==> src/sv/assert_macros.svh <==
// Assertion macros shared by the line assembler modules.
`ifndef ASSERT_MACROS_SVH
`define ASSERT_MACROS_SVH
`ifndef SYNTHESIS
`define HLA_ASSERT(lbl, clk, rst_n, prop) \
	lbl: assert property (@(posedge clk) disable iff (!rst_n) (prop)) \
		else $error("line assembler assertion failed");
`define HLA_ASSERT_IMPL(lbl, clk, rst_n, pre, post) \
	lbl: assert property (@(posedge clk) disable iff (!rst_n) (pre) |-> (post)) \
		else $error("line assembler assertion failed");
`else
`define HLA_ASSERT(lbl, clk, rst_n, prop)
`define HLA_ASSERT_IMPL(lbl, clk, rst_n, pre, post)
`endif
`endif

==> src/sv/hla_pkg.sv <==
// Types, codes and mnemonic lookup tables of the line assembler.
package hla_pkg;

	localparam int TOKEN_CHARS = 4;
	localparam int TLEN_W      = $clog2(TOKEN_CHARS + 1);
	localparam int TIDX_W      = $clog2(TOKEN_CHARS);
	localparam int ACC_W       = 15;
	localparam int SUM_W       = 19;

	localparam logic [2:0] PH_START = 3'd0;
	localparam logic [2:0] PH_ADDR  = 3'd1;
	localparam logic [2:0] PH_FIRST = 3'd2;
	localparam logic [2:0] PH_COMP  = 3'd3;
	localparam logic [2:0] PH_JUMP  = 3'd4;

	localparam logic [7:0] CH_AT   = "@";
	localparam logic [7:0] CH_EQ   = "=";
	localparam logic [7:0] CH_SEMI = ";";
	localparam logic [7:0] CH_D0   = "0";
	localparam logic [7:0] CH_D9   = "9";

	localparam logic [SUM_W-1:0] ADDR_MAX = SUM_W'(32767);
	localparam logic [2:0]       C_PREFIX = 3'b111;

	typedef logic [TOKEN_CHARS-1:0][7:0] tok_t;
	typedef logic [TLEN_W-1:0]           tlen_t;
	typedef logic [25:0]                 key_t;

	typedef struct packed {
		logic       valid;
		logic [7:0] char_code;
		logic       line_last;
	} beat_t;

	typedef struct packed {
		logic        valid;
		logic [15:0] word;
		logic        bad;
	} res_t;

	// Pack a token of up to three characters with its length; longer or
	// empty tokens give the all-zero key, which matches no mnemonic.
	function automatic key_t tok_key(tok_t tok, tlen_t len);
		key_t k;
		k = '0;
		if (len == TLEN_W'(1))
			k = {2'd1, tok[0], 16'h0000};
		else if (len == TLEN_W'(2))
			k = {2'd2, tok[0], tok[1], 8'h00};
		else if (len == TLEN_W'(3))
			k = {2'd3, tok[0], tok[1], tok[2]};
		return k;
	endfunction

	// Returns {hit, code}.
	function automatic logic [3:0] dest_lookup(tok_t tok, tlen_t len);
		logic [3:0] r;
		case (tok_key(tok, len))
			{2'd1, "M", 16'h0000}: r = {1'b1, 3'd1};
			{2'd1, "D", 16'h0000}: r = {1'b1, 3'd2};
			{2'd2, "MD", 8'h00}:   r = {1'b1, 3'd3};
			{2'd1, "A", 16'h0000}: r = {1'b1, 3'd4};
			{2'd2, "AM", 8'h00}:   r = {1'b1, 3'd5};
			{2'd2, "AD", 8'h00}:   r = {1'b1, 3'd6};
			{2'd3, "AMD"}:         r = {1'b1, 3'd7};
			default:               r = 4'h0;
		endcase
		return r;
	endfunction

	function automatic logic [3:0] jump_lookup(tok_t tok, tlen_t len);
		logic [3:0] r;
		case (tok_key(tok, len))
			{2'd3, "JGT"}: r = {1'b1, 3'd1};
			{2'd3, "JEQ"}: r = {1'b1, 3'd2};
			{2'd3, "JGE"}: r = {1'b1, 3'd3};
			{2'd3, "JLT"}: r = {1'b1, 3'd4};
			{2'd3, "JNE"}: r = {1'b1, 3'd5};
			{2'd3, "JLE"}: r = {1'b1, 3'd6};
			{2'd3, "JMP"}: r = {1'b1, 3'd7};
			default:       r = 4'h0;
		endcase
		return r;
	endfunction

	function automatic logic [7:0] comp_lookup(tok_t tok, tlen_t len);
		logic [7:0] r;
		case (tok_key(tok, len))
			{2'd1, "0", 16'h0000}: r = {1'b1, 7'b0101010};
			{2'd1, "1", 16'h0000}: r = {1'b1, 7'b0111111};
			{2'd2, "-1", 8'h00}:   r = {1'b1, 7'b0111010};
			{2'd1, "D", 16'h0000}: r = {1'b1, 7'b0001100};
			{2'd1, "A", 16'h0000}: r = {1'b1, 7'b0110000};
			{2'd2, "!D", 8'h00}:   r = {1'b1, 7'b0001101};
			{2'd2, "!A", 8'h00}:   r = {1'b1, 7'b0110001};
			{2'd2, "-D", 8'h00}:   r = {1'b1, 7'b0001111};
			{2'd2, "-A", 8'h00}:   r = {1'b1, 7'b0110011};
			{2'd3, "D+1"}:         r = {1'b1, 7'b0011111};
			{2'd3, "A+1"}:         r = {1'b1, 7'b0110111};
			{2'd3, "D-1"}:         r = {1'b1, 7'b0001110};
			{2'd3, "A-1"}:         r = {1'b1, 7'b0110010};
			{2'd3, "D+A"}:         r = {1'b1, 7'b0000010};
			{2'd3, "D-A"}:         r = {1'b1, 7'b0010011};
			{2'd3, "A-D"}:         r = {1'b1, 7'b0000111};
			{2'd3, "D&A"}:         r = {1'b1, 7'b0000000};
			{2'd3, "D|A"}:         r = {1'b1, 7'b0010101};
			{2'd1, "M", 16'h0000}: r = {1'b1, 7'b1110000};
			{2'd2, "!M", 8'h00}:   r = {1'b1, 7'b1110001};
			{2'd2, "-M", 8'h00}:   r = {1'b1, 7'b1110011};
			{2'd3, "M+1"}:         r = {1'b1, 7'b1110111};
			{2'd3, "M-1"}:         r = {1'b1, 7'b1110010};
			{2'd3, "D+M"}:         r = {1'b1, 7'b1000010};
			{2'd3, "D-M"}:         r = {1'b1, 7'b1010011};
			{2'd3, "M-D"}:         r = {1'b1, 7'b1000111};
			{2'd3, "D&M"}:         r = {1'b1, 7'b1000000};
			{2'd3, "D|M"}:         r = {1'b1, 7'b1010101};
			default:               r = 8'h00;
		endcase
		return r;
	endfunction

endpackage

==> src/sv/hla_if.sv <==
// Valid/ready channel interfaces for characters in and words out.
interface hla_in_if;
	logic       valid;
	logic       ready;
	logic [7:0] char_code;
	logic       line_last;

	modport source (output valid, output char_code, output line_last, input ready);
	modport sink (input valid, input char_code, input line_last, output ready);
endinterface

interface hla_out_if;
	logic        valid;
	logic        ready;
	logic [15:0] machine_word;
	logic        bad_line;

	modport source (output valid, output machine_word, output bad_line, input ready);
	modport sink (input valid, input machine_word, input bad_line, output ready);
endinterface

==> src/sv/hla_in_stage.sv <==
// Input register: captures one character beat per cycle unless it holds a beat that is not advanced.
module hla_in_stage (
	input  logic           clk,
	input  logic           arst_n,
	hla_in_if.sink         chars,
	input  logic           advance,
	output hla_pkg::beat_t beat_s1
);

	logic       valid_s1;
	logic [7:0] char_s1;
	logic       last_s1;
	logic       take;

	assign chars.ready = !valid_s1 || advance;
	assign take        = chars.valid && chars.ready;

	always_ff @(posedge clk or negedge arst_n) begin
		if (!arst_n) begin
			valid_s1 <= 1'b0;
		end else if (chars.ready) begin
			valid_s1 <= chars.valid;
		end
	end

	always_ff @(posedge clk) begin
		if (take) begin
			char_s1 <= chars.char_code;
			last_s1 <= chars.line_last;
		end
	end

	assign beat_s1 = '{valid: valid_s1, char_code: char_s1, line_last: last_s1};

endmodule

==> src/sv/hla_line_core.sv <==
// Line state and instruction encoding: one character per advance.
`include "assert_macros.svh"
module hla_line_core (
	input  logic           clk,
	input  logic           arst_n,
	input  hla_pkg::beat_t beat_s1,
	input  logic           advance,
	output hla_pkg::res_t  res
);

	logic [2:0]                 phase_q, n_phase, eff_phase;
	logic [hla_pkg::ACC_W-1:0]  acc_q, n_acc;
	hla_pkg::tok_t              tok_q, n_tok;
	hla_pkg::tlen_t             len_q, n_len;
	logic [2:0]                 dest_q, n_dest;
	logic [6:0]                 comp_q, n_comp;
	logic                       err_q, n_err;
	logic [hla_pkg::SUM_W-1:0]  acc_sum;
	logic [7:0]                 c;
	logic                       is_digit;
	logic [3:0]                 dest_hit, jump_hit;
	logic [7:0]                 comp_cur, comp_fin;
	logic                       fin_err;
	logic [15:0]                word;

	assign c        = beat_s1.char_code;
	assign is_digit = (c >= hla_pkg::CH_D0) && (c <= hla_pkg::CH_D9);
	assign acc_sum  = {1'b0, acc_q, 3'b000} + {3'b000, acc_q, 1'b0}
		+ hla_pkg::SUM_W'(c - hla_pkg::CH_D0);
	assign eff_phase = (phase_q == hla_pkg::PH_START) ? hla_pkg::PH_FIRST : phase_q;
	assign dest_hit  = hla_pkg::dest_lookup(tok_q, len_q);
	assign comp_cur  = hla_pkg::comp_lookup(tok_q, len_q);

	always_comb begin
		n_phase = phase_q;
		n_acc   = acc_q;
		n_tok   = tok_q;
		n_len   = len_q;
		n_dest  = dest_q;
		n_comp  = comp_q;
		n_err   = err_q;
		if (phase_q == hla_pkg::PH_START && c == hla_pkg::CH_AT) begin
			n_phase = hla_pkg::PH_ADDR;
		end else if (phase_q == hla_pkg::PH_ADDR) begin
			if (is_digit) begin
				// keep the old address on overflow
				if (acc_sum > hla_pkg::ADDR_MAX)
					n_err = 1'b1;
				else
					n_acc = acc_sum[hla_pkg::ACC_W-1:0];
				n_len = hla_pkg::TLEN_W'(1);
			end else begin
				n_err = 1'b1;
			end
		end else begin
			n_phase = eff_phase;
			if (c == hla_pkg::CH_EQ) begin
				if (eff_phase == hla_pkg::PH_FIRST) begin
					n_dest  = dest_hit[2:0];
					n_err   = err_q | !dest_hit[3];
					n_len   = '0;
					n_phase = hla_pkg::PH_COMP;
				end else begin
					n_err = 1'b1;
				end
			end else if (c == hla_pkg::CH_SEMI) begin
				if (eff_phase == hla_pkg::PH_FIRST || eff_phase == hla_pkg::PH_COMP) begin
					n_comp  = comp_cur[6:0];
					n_err   = err_q | !comp_cur[7];
					n_len   = '0;
					n_phase = hla_pkg::PH_JUMP;
				end else begin
					n_err = 1'b1;
				end
			end else if (len_q < hla_pkg::TLEN_W'(hla_pkg::TOKEN_CHARS)) begin
				n_tok[len_q[hla_pkg::TIDX_W-1:0]] = c;
				n_len = len_q + hla_pkg::TLEN_W'(1);
			end else begin
				n_err = 1'b1;
			end
		end
	end

	// Final lookups see the token with this beat's character appended.
	assign jump_hit = hla_pkg::jump_lookup(n_tok, n_len);
	assign comp_fin = hla_pkg::comp_lookup(n_tok, n_len);

	always_comb begin
		if (n_phase == hla_pkg::PH_ADDR) begin
			fin_err = n_err | (n_len == '0);
			word    = {1'b0, n_acc};
		end else if (n_phase == hla_pkg::PH_JUMP) begin
			fin_err = n_err | !jump_hit[3];
			word    = {hla_pkg::C_PREFIX, n_comp, n_dest, jump_hit[2:0]};
		end else begin
			fin_err = n_err | !comp_fin[7];
			word    = {hla_pkg::C_PREFIX, comp_fin[6:0], n_dest, 3'b000};
		end
	end

	assign res = '{valid: advance && beat_s1.line_last,
		word: fin_err ? 16'h0000 : word, bad: fin_err};

	always_ff @(posedge clk or negedge arst_n) begin
		if (!arst_n) begin
			phase_q <= hla_pkg::PH_START;
			acc_q   <= '0;
			len_q   <= '0;
			dest_q  <= '0;
			comp_q  <= '0;
			err_q   <= 1'b0;
		end else if (advance) begin
			if (beat_s1.line_last) begin
				// drop all line state once the word is out
				phase_q <= hla_pkg::PH_START;
				acc_q   <= '0;
				len_q   <= '0;
				dest_q  <= '0;
				comp_q  <= '0;
				err_q   <= 1'b0;
			end else begin
				phase_q <= n_phase;
				acc_q   <= n_acc;
				len_q   <= n_len;
				dest_q  <= n_dest;
				comp_q  <= n_comp;
				err_q   <= n_err;
			end
		end
	end

	always_ff @(posedge clk) begin
		if (advance)
			tok_q <= n_tok;
	end

	`HLA_ASSERT(a_len_bound, clk, arst_n, len_q <= hla_pkg::TLEN_W'(hla_pkg::TOKEN_CHARS))
	`HLA_ASSERT_IMPL(a_clear_after_word, clk, arst_n, res.valid, ##1 (phase_q == hla_pkg::PH_START && len_q == '0 && !err_q))
	`HLA_ASSERT_IMPL(a_bad_is_zero, clk, arst_n, res.valid && res.bad, res.word == 16'h0000)
	`HLA_ASSERT_IMPL(a_addr_no_fields, clk, arst_n, phase_q == hla_pkg::PH_ADDR, dest_q == '0 && comp_q == '0)

endmodule

==> src/sv/hla_out_reg.sv <==
// Output register holding one assembled word until taken.
`include "assert_macros.svh"
module hla_out_reg (
	input  logic          clk,
	input  logic          arst_n,
	input  hla_pkg::res_t res,
	output logic          free,
	hla_out_if.source     words
);

	logic        valid_q;
	logic [15:0] word_q;
	logic        bad_q;

	assign free = !valid_q || words.ready;

	always_ff @(posedge clk or negedge arst_n) begin
		if (!arst_n) begin
			valid_q <= 1'b0;
		end else if (res.valid) begin
			valid_q <= 1'b1;
		end else if (words.ready) begin
			valid_q <= 1'b0;
		end
	end

	always_ff @(posedge clk) begin
		if (res.valid) begin
			word_q <= res.word;
			bad_q  <= res.bad;
		end
	end

	assign words.valid        = valid_q;
	assign words.machine_word = word_q;
	assign words.bad_line     = bad_q;

	`HLA_ASSERT_IMPL(a_no_overwrite, clk, arst_n, res.valid, !valid_q || words.ready)
	`HLA_ASSERT_IMPL(a_load_shows, clk, arst_n, res.valid, ##1 valid_q)
	`HLA_ASSERT_IMPL(a_bad_word_zero, clk, arst_n, valid_q && bad_q, word_q == 16'h0000)

endmodule

==> src/sv/hack_line_assembler.sv <==
// Top level of the line assembler: input register, line core, output register.
//
//  channel | dir | beat payload                   | beats
//  chars   | in  | char_code[7:0], line_last      | one per character
//  words   | out | machine_word[15:0], bad_line   | one per line, on the last character
//
// A character beat can be taken every cycle while the core advances; the input
// register feeds the line core, which updates state and forms the word into the
// output register, so each word follows its last character through both registers.
// arst_n clears the line state and both valid flags; no clearing pass.
// A stalled words channel stops the core; chars.ready falls only once the
// input register also holds a beat.
module hack_line_assembler (
	input  logic      clk,
	input  logic      arst_n,
	hla_in_if.sink    chars,
	hla_out_if.source words
);

	hla_pkg::beat_t beat_s1;
	hla_pkg::res_t  res;
	logic           free;
	logic           advance;

	assign advance = beat_s1.valid && free;

	hla_in_stage u_in (
		.clk     (clk),
		.arst_n  (arst_n),
		.chars   (chars),
		.advance (advance),
		.beat_s1 (beat_s1)
	);

	hla_line_core u_core (
		.clk     (clk),
		.arst_n  (arst_n),
		.beat_s1 (beat_s1),
		.advance (advance),
		.res     (res)
	);

	hla_out_reg u_out (
		.clk    (clk),
		.arst_n (arst_n),
		.res    (res),
		.free   (free),
		.words  (words)
	);

endmodule
==> src/flat_wrapper.sv <==
// flat-port wrapper written by rule: the top's interface ports become plain ports
module hack_line_assembler_flat 
  (clk, arst_n, chars_valid, chars_char_code, chars_line_last, chars_ready, words_valid, words_machine_word, words_bad_line, words_ready);
  hla_in_if chars_i ();
  hla_out_if words_i ();
  input  logic clk;
  input  logic arst_n;
  input wire logic [$bits(chars_i.valid)-1:0] chars_valid;
  input wire logic [$bits(chars_i.char_code)-1:0] chars_char_code;
  input wire logic [$bits(chars_i.line_last)-1:0] chars_line_last;
  output wire logic [$bits(chars_i.ready)-1:0] chars_ready;
  output wire logic [$bits(words_i.valid)-1:0] words_valid;
  output wire logic [$bits(words_i.machine_word)-1:0] words_machine_word;
  output wire logic [$bits(words_i.bad_line)-1:0] words_bad_line;
  input wire logic [$bits(words_i.ready)-1:0] words_ready;
  assign chars_i.valid = chars_valid;
  assign chars_i.char_code = chars_char_code;
  assign chars_i.line_last = chars_line_last;
  assign chars_ready = chars_i.ready;
  assign words_valid = words_i.valid;
  assign words_machine_word = words_i.machine_word;
  assign words_bad_line = words_i.bad_line;
  assign words_i.ready = words_ready;
  hack_line_assembler u_core (.clk(clk), .arst_n(arst_n), .chars(chars_i), .words(words_i));
endmodule
==> config.mk <==
export PLATFORM = sky130hd
export DESIGN_NAME = hack_line_assembler_flat
export DESIGN_NICKNAME = d
export VERILOG_FILES = /design/src/sv/hla_pkg.sv /design/src/sv/hla_if.sv /design/src/sv/hla_in_stage.sv /design/src/sv/hla_line_core.sv /design/src/sv/hla_out_reg.sv /design/src/sv/hack_line_assembler.sv /design/src/flat_wrapper.sv
export VERILOG_INCLUDE_DIRS = /design/src /design/src/sv
export SDC_FILE = /design/constraint.sdc
export NUM_CORES = 1
export LEC_CHECK = 0
export BUFFER_PORTS_ARGS = -buffer_cell sky130_fd_sc_hd__buf_2
export CAP_MARGIN = 20
export CELL_PAD_IN_SITES_DETAIL_PLACEMENT = 0
export CELL_PAD_IN_SITES_GLOBAL_PLACEMENT = 2
export CORE_MARGIN = 2
export CORE_UTILIZATION = 40
export CTS_CLUSTER_SIZE = 30
export DETAILED_ROUTE_END_ITERATION = 12
export PLACE_DENSITY_LB_ADDON = 0.1
export SLEW_MARGIN = 20
export SYNTH_ARGS = -nofsm -noshare
export SYNTH_HDL_FRONTEND = slang
export SYNTH_SLANG_ARGS = --single-unit
==> constraint.sdc <==
create_clock -name clk -period 6.65 [get_ports clk]
set_input_delay 0.9975 -clock clk [delete_from_list [all_inputs] [get_ports clk]]
set_output_delay 0.9975 -clock clk [all_outputs]
set_load 0.05 [all_outputs]
==> impl_metrics.json <==
{
  "min_from": "u_core.u_core.comp_q[4]",
  "routabilityCongestion": 0.959,
  "netlist_area_um2": 7900,
  "hold_end": "u_core.u_core.comp_q[4]",
  "slowest_stage": "nor3_2",
  "placed_area_um2": 8210,
  "synth_top_area_share_pct": 19.0,
  "fmax_ghz": 0.186,
  "hold_depth": 2,
  "cp.required_ns": 6.81,
  "power_frac_comb_pct": 34.1,
  "synth_top_family_by_area": "simple AND/OR/NAND/NOR gates",
  "ant_nets": 0,
  "numCtsBuffers": 9,
  "die_area_um2": 20900,
  "cts-root-buf": "clkbuf_16",
  "maxCapViolCount": 0,
  "cts_tree": "yes",
  "critical-path-top-delay-family": "compound AO/OA/AOI/OAI gates",
  "clockPowerShare_pct": 28.9,
  "setup_viol": 0,
  "first_pass_iters": 6,
  "h-tree-depth": 3,
  "synthTopCellsByArea": "edfxtp_1 19%, dfrtp_1 11%, nand2_1 4.7%",
  "timing.rr.end": "u_core.u_out.words.machine_word[7]",
  "wl_per_cell_um": 25.6,
  "yosys-top-cells-count": "99 x nand2_1, 80 x nor2_1, 52 x o21ai_0, 50 x edfxtp_1, 40 x a21oi_1",
  "synth_xor_area_share_pct": 1.90,
  "vias_per_cell": 6.49,
  "cp-start-kind": "flip-flop",
  "clk_path_buf_depth": 2,
  "rsz0062_at_grt": "no",
  "grt_max_degree": 37,
  "cts_sinks": 84,
  "drt_iter0_markers": 908,
  "synth_nets": 956,
  "crit_path_max_incr_delay_ns": 0.81,
  "max-vdd-ir-drop_mv": 0.146,
  "tightest_slew_ns": 1.05,
  "postLayoutCellArea_um2": 8530,
  "grt_first_pass_wirelength_um": 44900,
  "nets": 953,
  "period_share_pct": 80.8,
  "coreArea_um2": 19400,
  "switchingPower_w": 0.000777,
  "cts_resized": 0,
  "worst_slew_margin_rel_pct": 29.9,
  "ys_ff_latch": 84,
  "initial_core_util_pct": 40.7,
  "synth_compound_area_share_pct": 22.2,
  "cts_setup_buffers": 0,
  "worstPathArrival_ns": 5.54,
  "synth-simple-area-share_pct": 27.5,
  "track_usage_pct": 29.4,
  "yosys.area.top_type": "edfxtp_1",
  "yosysWarnings": 0,
  "overflow": 0,
  "die_h_um": 144,
  "numPortBuffers": 31,
  "critical_path_class": "flip-flop to flip-flop",
  "synthArstFlopShare_pct": 40.5,
  "path_max_fanout": 17,
  "sw_frac_of_total_pct": 40.5,
  "synth_edf_count": 50,
  "grt_pass1_vias": 7123,
  "end_kind": "flip-flop",
  "ioPinCount": 32,
  "p_total_w": 0.00192,
  "drc": 0,
  "hold_viol": 0,
  "synth_adder_area_share_pct": 7.67,
  "skew_ns": 0.0125,
  "antenna_found_initial": 0,
  "hpwl_um": 23200,
  "cp.buffers_inverters": 0,
  "syn-instance-count": 903,
  "slew_violations": 0,
  "p_leak_nw": 3.27,
  "vias": 7593,
  "seqPwrFrac_pct": 37.1,
  "setup-tns-final_ns": 0,
  "ys.flop_type": "edfxtp_1",
  "syn_to_final_growth_pct": 8.03,
  "clk-insertion-delay-late_ns": 0.36,
  "rr_worst_depth": 14,
  "status": "finished, final reports clean",
  "stdcell_count": 1170,
  "num_antenna_cells": 0,
  "p_int_w": 0.00114,
  "ys_seq_area_share_pct": 29.8,
  "fp.dieW_um": 144,
  "avgSynthCellArea_um2": 8.74,
  "min_path_type": "flip-flop to flip-flop",
  "crit_chain": "ha_1 -> nor3_2 -> fa_1 -> ha_1 -> or2_2 -> a21oi_1 -> a31oi_1 -> a2111o_1 -> nand3_1 -> a31oi_1 -> or2_2 -> a221oi_2 -> o211ai_4 -> a2111oi_2",
  "period_needed_ns": 5.38,
  "yosys-mux-area-fraction_pct": 6.24,
  "rows": 51,
  "hold_buffers": 0,
  "reg2reg_slack_ns": 1.27,
  "drive_above_1_share_pct": 14.8,
  "synth_cell_types": 92,
  "reg2reg_from": "u_core.u_in.char_s1[4]",
  "clkTransAtPathRegs_ns": 0.08,
  "place_inst": 1154,
  "synth_most_common_cell": "nand2_1",
  "p_per_area_nw_per_um2": 225,
  "finalWirelength_um": 30000
}
cells by family (layout without fill, tap and decap cells):
group	Yosys count	in the layout
AOI/OAI and AO/OA	239	239
xor gates and xnor gates	15	15
adders and majority gates	40	40
buffers and inverters	86	88
DFF	84	84
muxes	45	45
and+or+nand+nor	394	394
worst min-delay path: stages (launching register included):
cell,delay [ns]
dfrtp_1,0.35
nand2_1,0.05
o21ai_0,0.06
power groups by stage:
stage	clock network, W	registers, W	logic [W]
2_1_floorplan	0	0.000699	0.000459
3_3_place_gp	0	0.000714	0.000632
3_5_place_dp	0	0.000718	0.000632
4_1_cts	0.000561	0.000707	0.000635
5_1_grt	0.000585	0.000720	0.000701
6_report	0.000554	0.000712	0.000654
placed cells by master, fill, tap and decap left out, drive strengths merged, types with 5 or more instances in the layout:
cell / Yosys / routed
and3: 17 / 17
xnor2: 12 / 12
or2: 8 / 8
nor4b: 13 / 13
mux2: 31 / 31
a31o: 6 / 6
nand4: 16 / 16
mux2i: 14 / 14
and2: 11 / 11
o21ai: 53 / 53
a21oi: 46 / 46
nand3: 33 / 33
inv: 32 / 35
o41ai: 7 / 7
edfxtp: 50 / 50
dfrtp: 34 / 34
a22o: 11 / 11
ha: 26 / 26
nand2b: 18 / 18
nand4b: 9 / 9
or3: 5 / 5
a31oi: 11 / 11
o22ai: 6 / 6
nor2: 80 / 80
a211o: 8 / 8
nand3b: 9 / 9
nand2: 99 / 99
o31ai: 9 / 9
nor3: 26 / 26
nor3b: 5 / 5
clkbuf: 38 / 9
o211ai: 8 / 8
fa: 14 / 14
or4b: 9 / 9
o2111ai: 7 / 7
a2111oi: 6 / 6
nor4: 12 / 12
a211oi: 8 / 8
buf: 16 / 40
a21o: 13 / 13
how the worst max path moves through the flow:
stage	end	start	slack [ns]	cells past startpoint
6_report	u_core.u_out.words.machine_word[7]	u_core.u_in.char_s1[4]	1.27	14
5_1_grt	u_core.u_out.words.machine_word[7]	u_core.u_in.char_s1[4]	0.94	14
4_1_cts	u_core.u_core.acc_q[2]	u_core.u_in.char_s1[4]	1.24	14
3_5_place_dp	u_core.u_core.acc_q[2]	u_core.u_in.char_s1[4]	1.26	14
3_3_place_gp	u_core.u_out.words.machine_word[11]	u_core.u_in.char_s1[4]	1.43	14
2_1_floorplan	u_core.u_out.words.machine_word[13]	u_core.u_in.char_s1[4]	1.45	15
sequential cells by signal, indices dropped and copies added, names as in the netlist:
name	flops
u_core.u_core.phase_q	3
u_core.u_out.words.valid	1
u_core.u_core.acc_q	15
u_core.u_core.tok_q	24
u_core.u_in.valid_s1	1
u_core.u_out.words.machine_word	16
u_core.u_core.len_q	3
u_core.u_core.err_q	1
u_core.u_out.words.bad_line	1
u_core.u_core.dest_q	3
u_core.u_in.char_s1	8
u_core.u_core.comp_q	7
u_core.u_in.last_s1	1
per-layer routing:
layer / global-route usage [%] / part of all wire, %
met5: 0 / 0
met4: 8.69 / 2.6
met3: 7.45 / 8.4
met2: 43.2 / 43
met1: 42.6 / 46
per-stage QoR:
| stage | hold WS [ns] | worst slack, ns | utilization (%) |
|---|---|---|---|
| after global routing | 0.517 | 0.945 | 44.0 |
| final | 0.493 | 1.27 | 44.0 |
| after CTS | 0.492 | 1.24 | 44.0 |
| after floorplan | 0.446 | 1.45 | - |
| after global placement | 0.464 | 1.43 | 42.3 |
| after detailed placement | 0.475 | 1.26 | 42.3 |
area by class of cell:
class                      instances  area, um2
clock buffer                       9        225
clock inverter                     7       92.6
fill                            1965      10900
inverter                          32        120
multi-input combinational        733       5180
sequential                        84       2350
tap                              265        332
timing repair buffer              40        223
(Power assumes the default switching activity.)
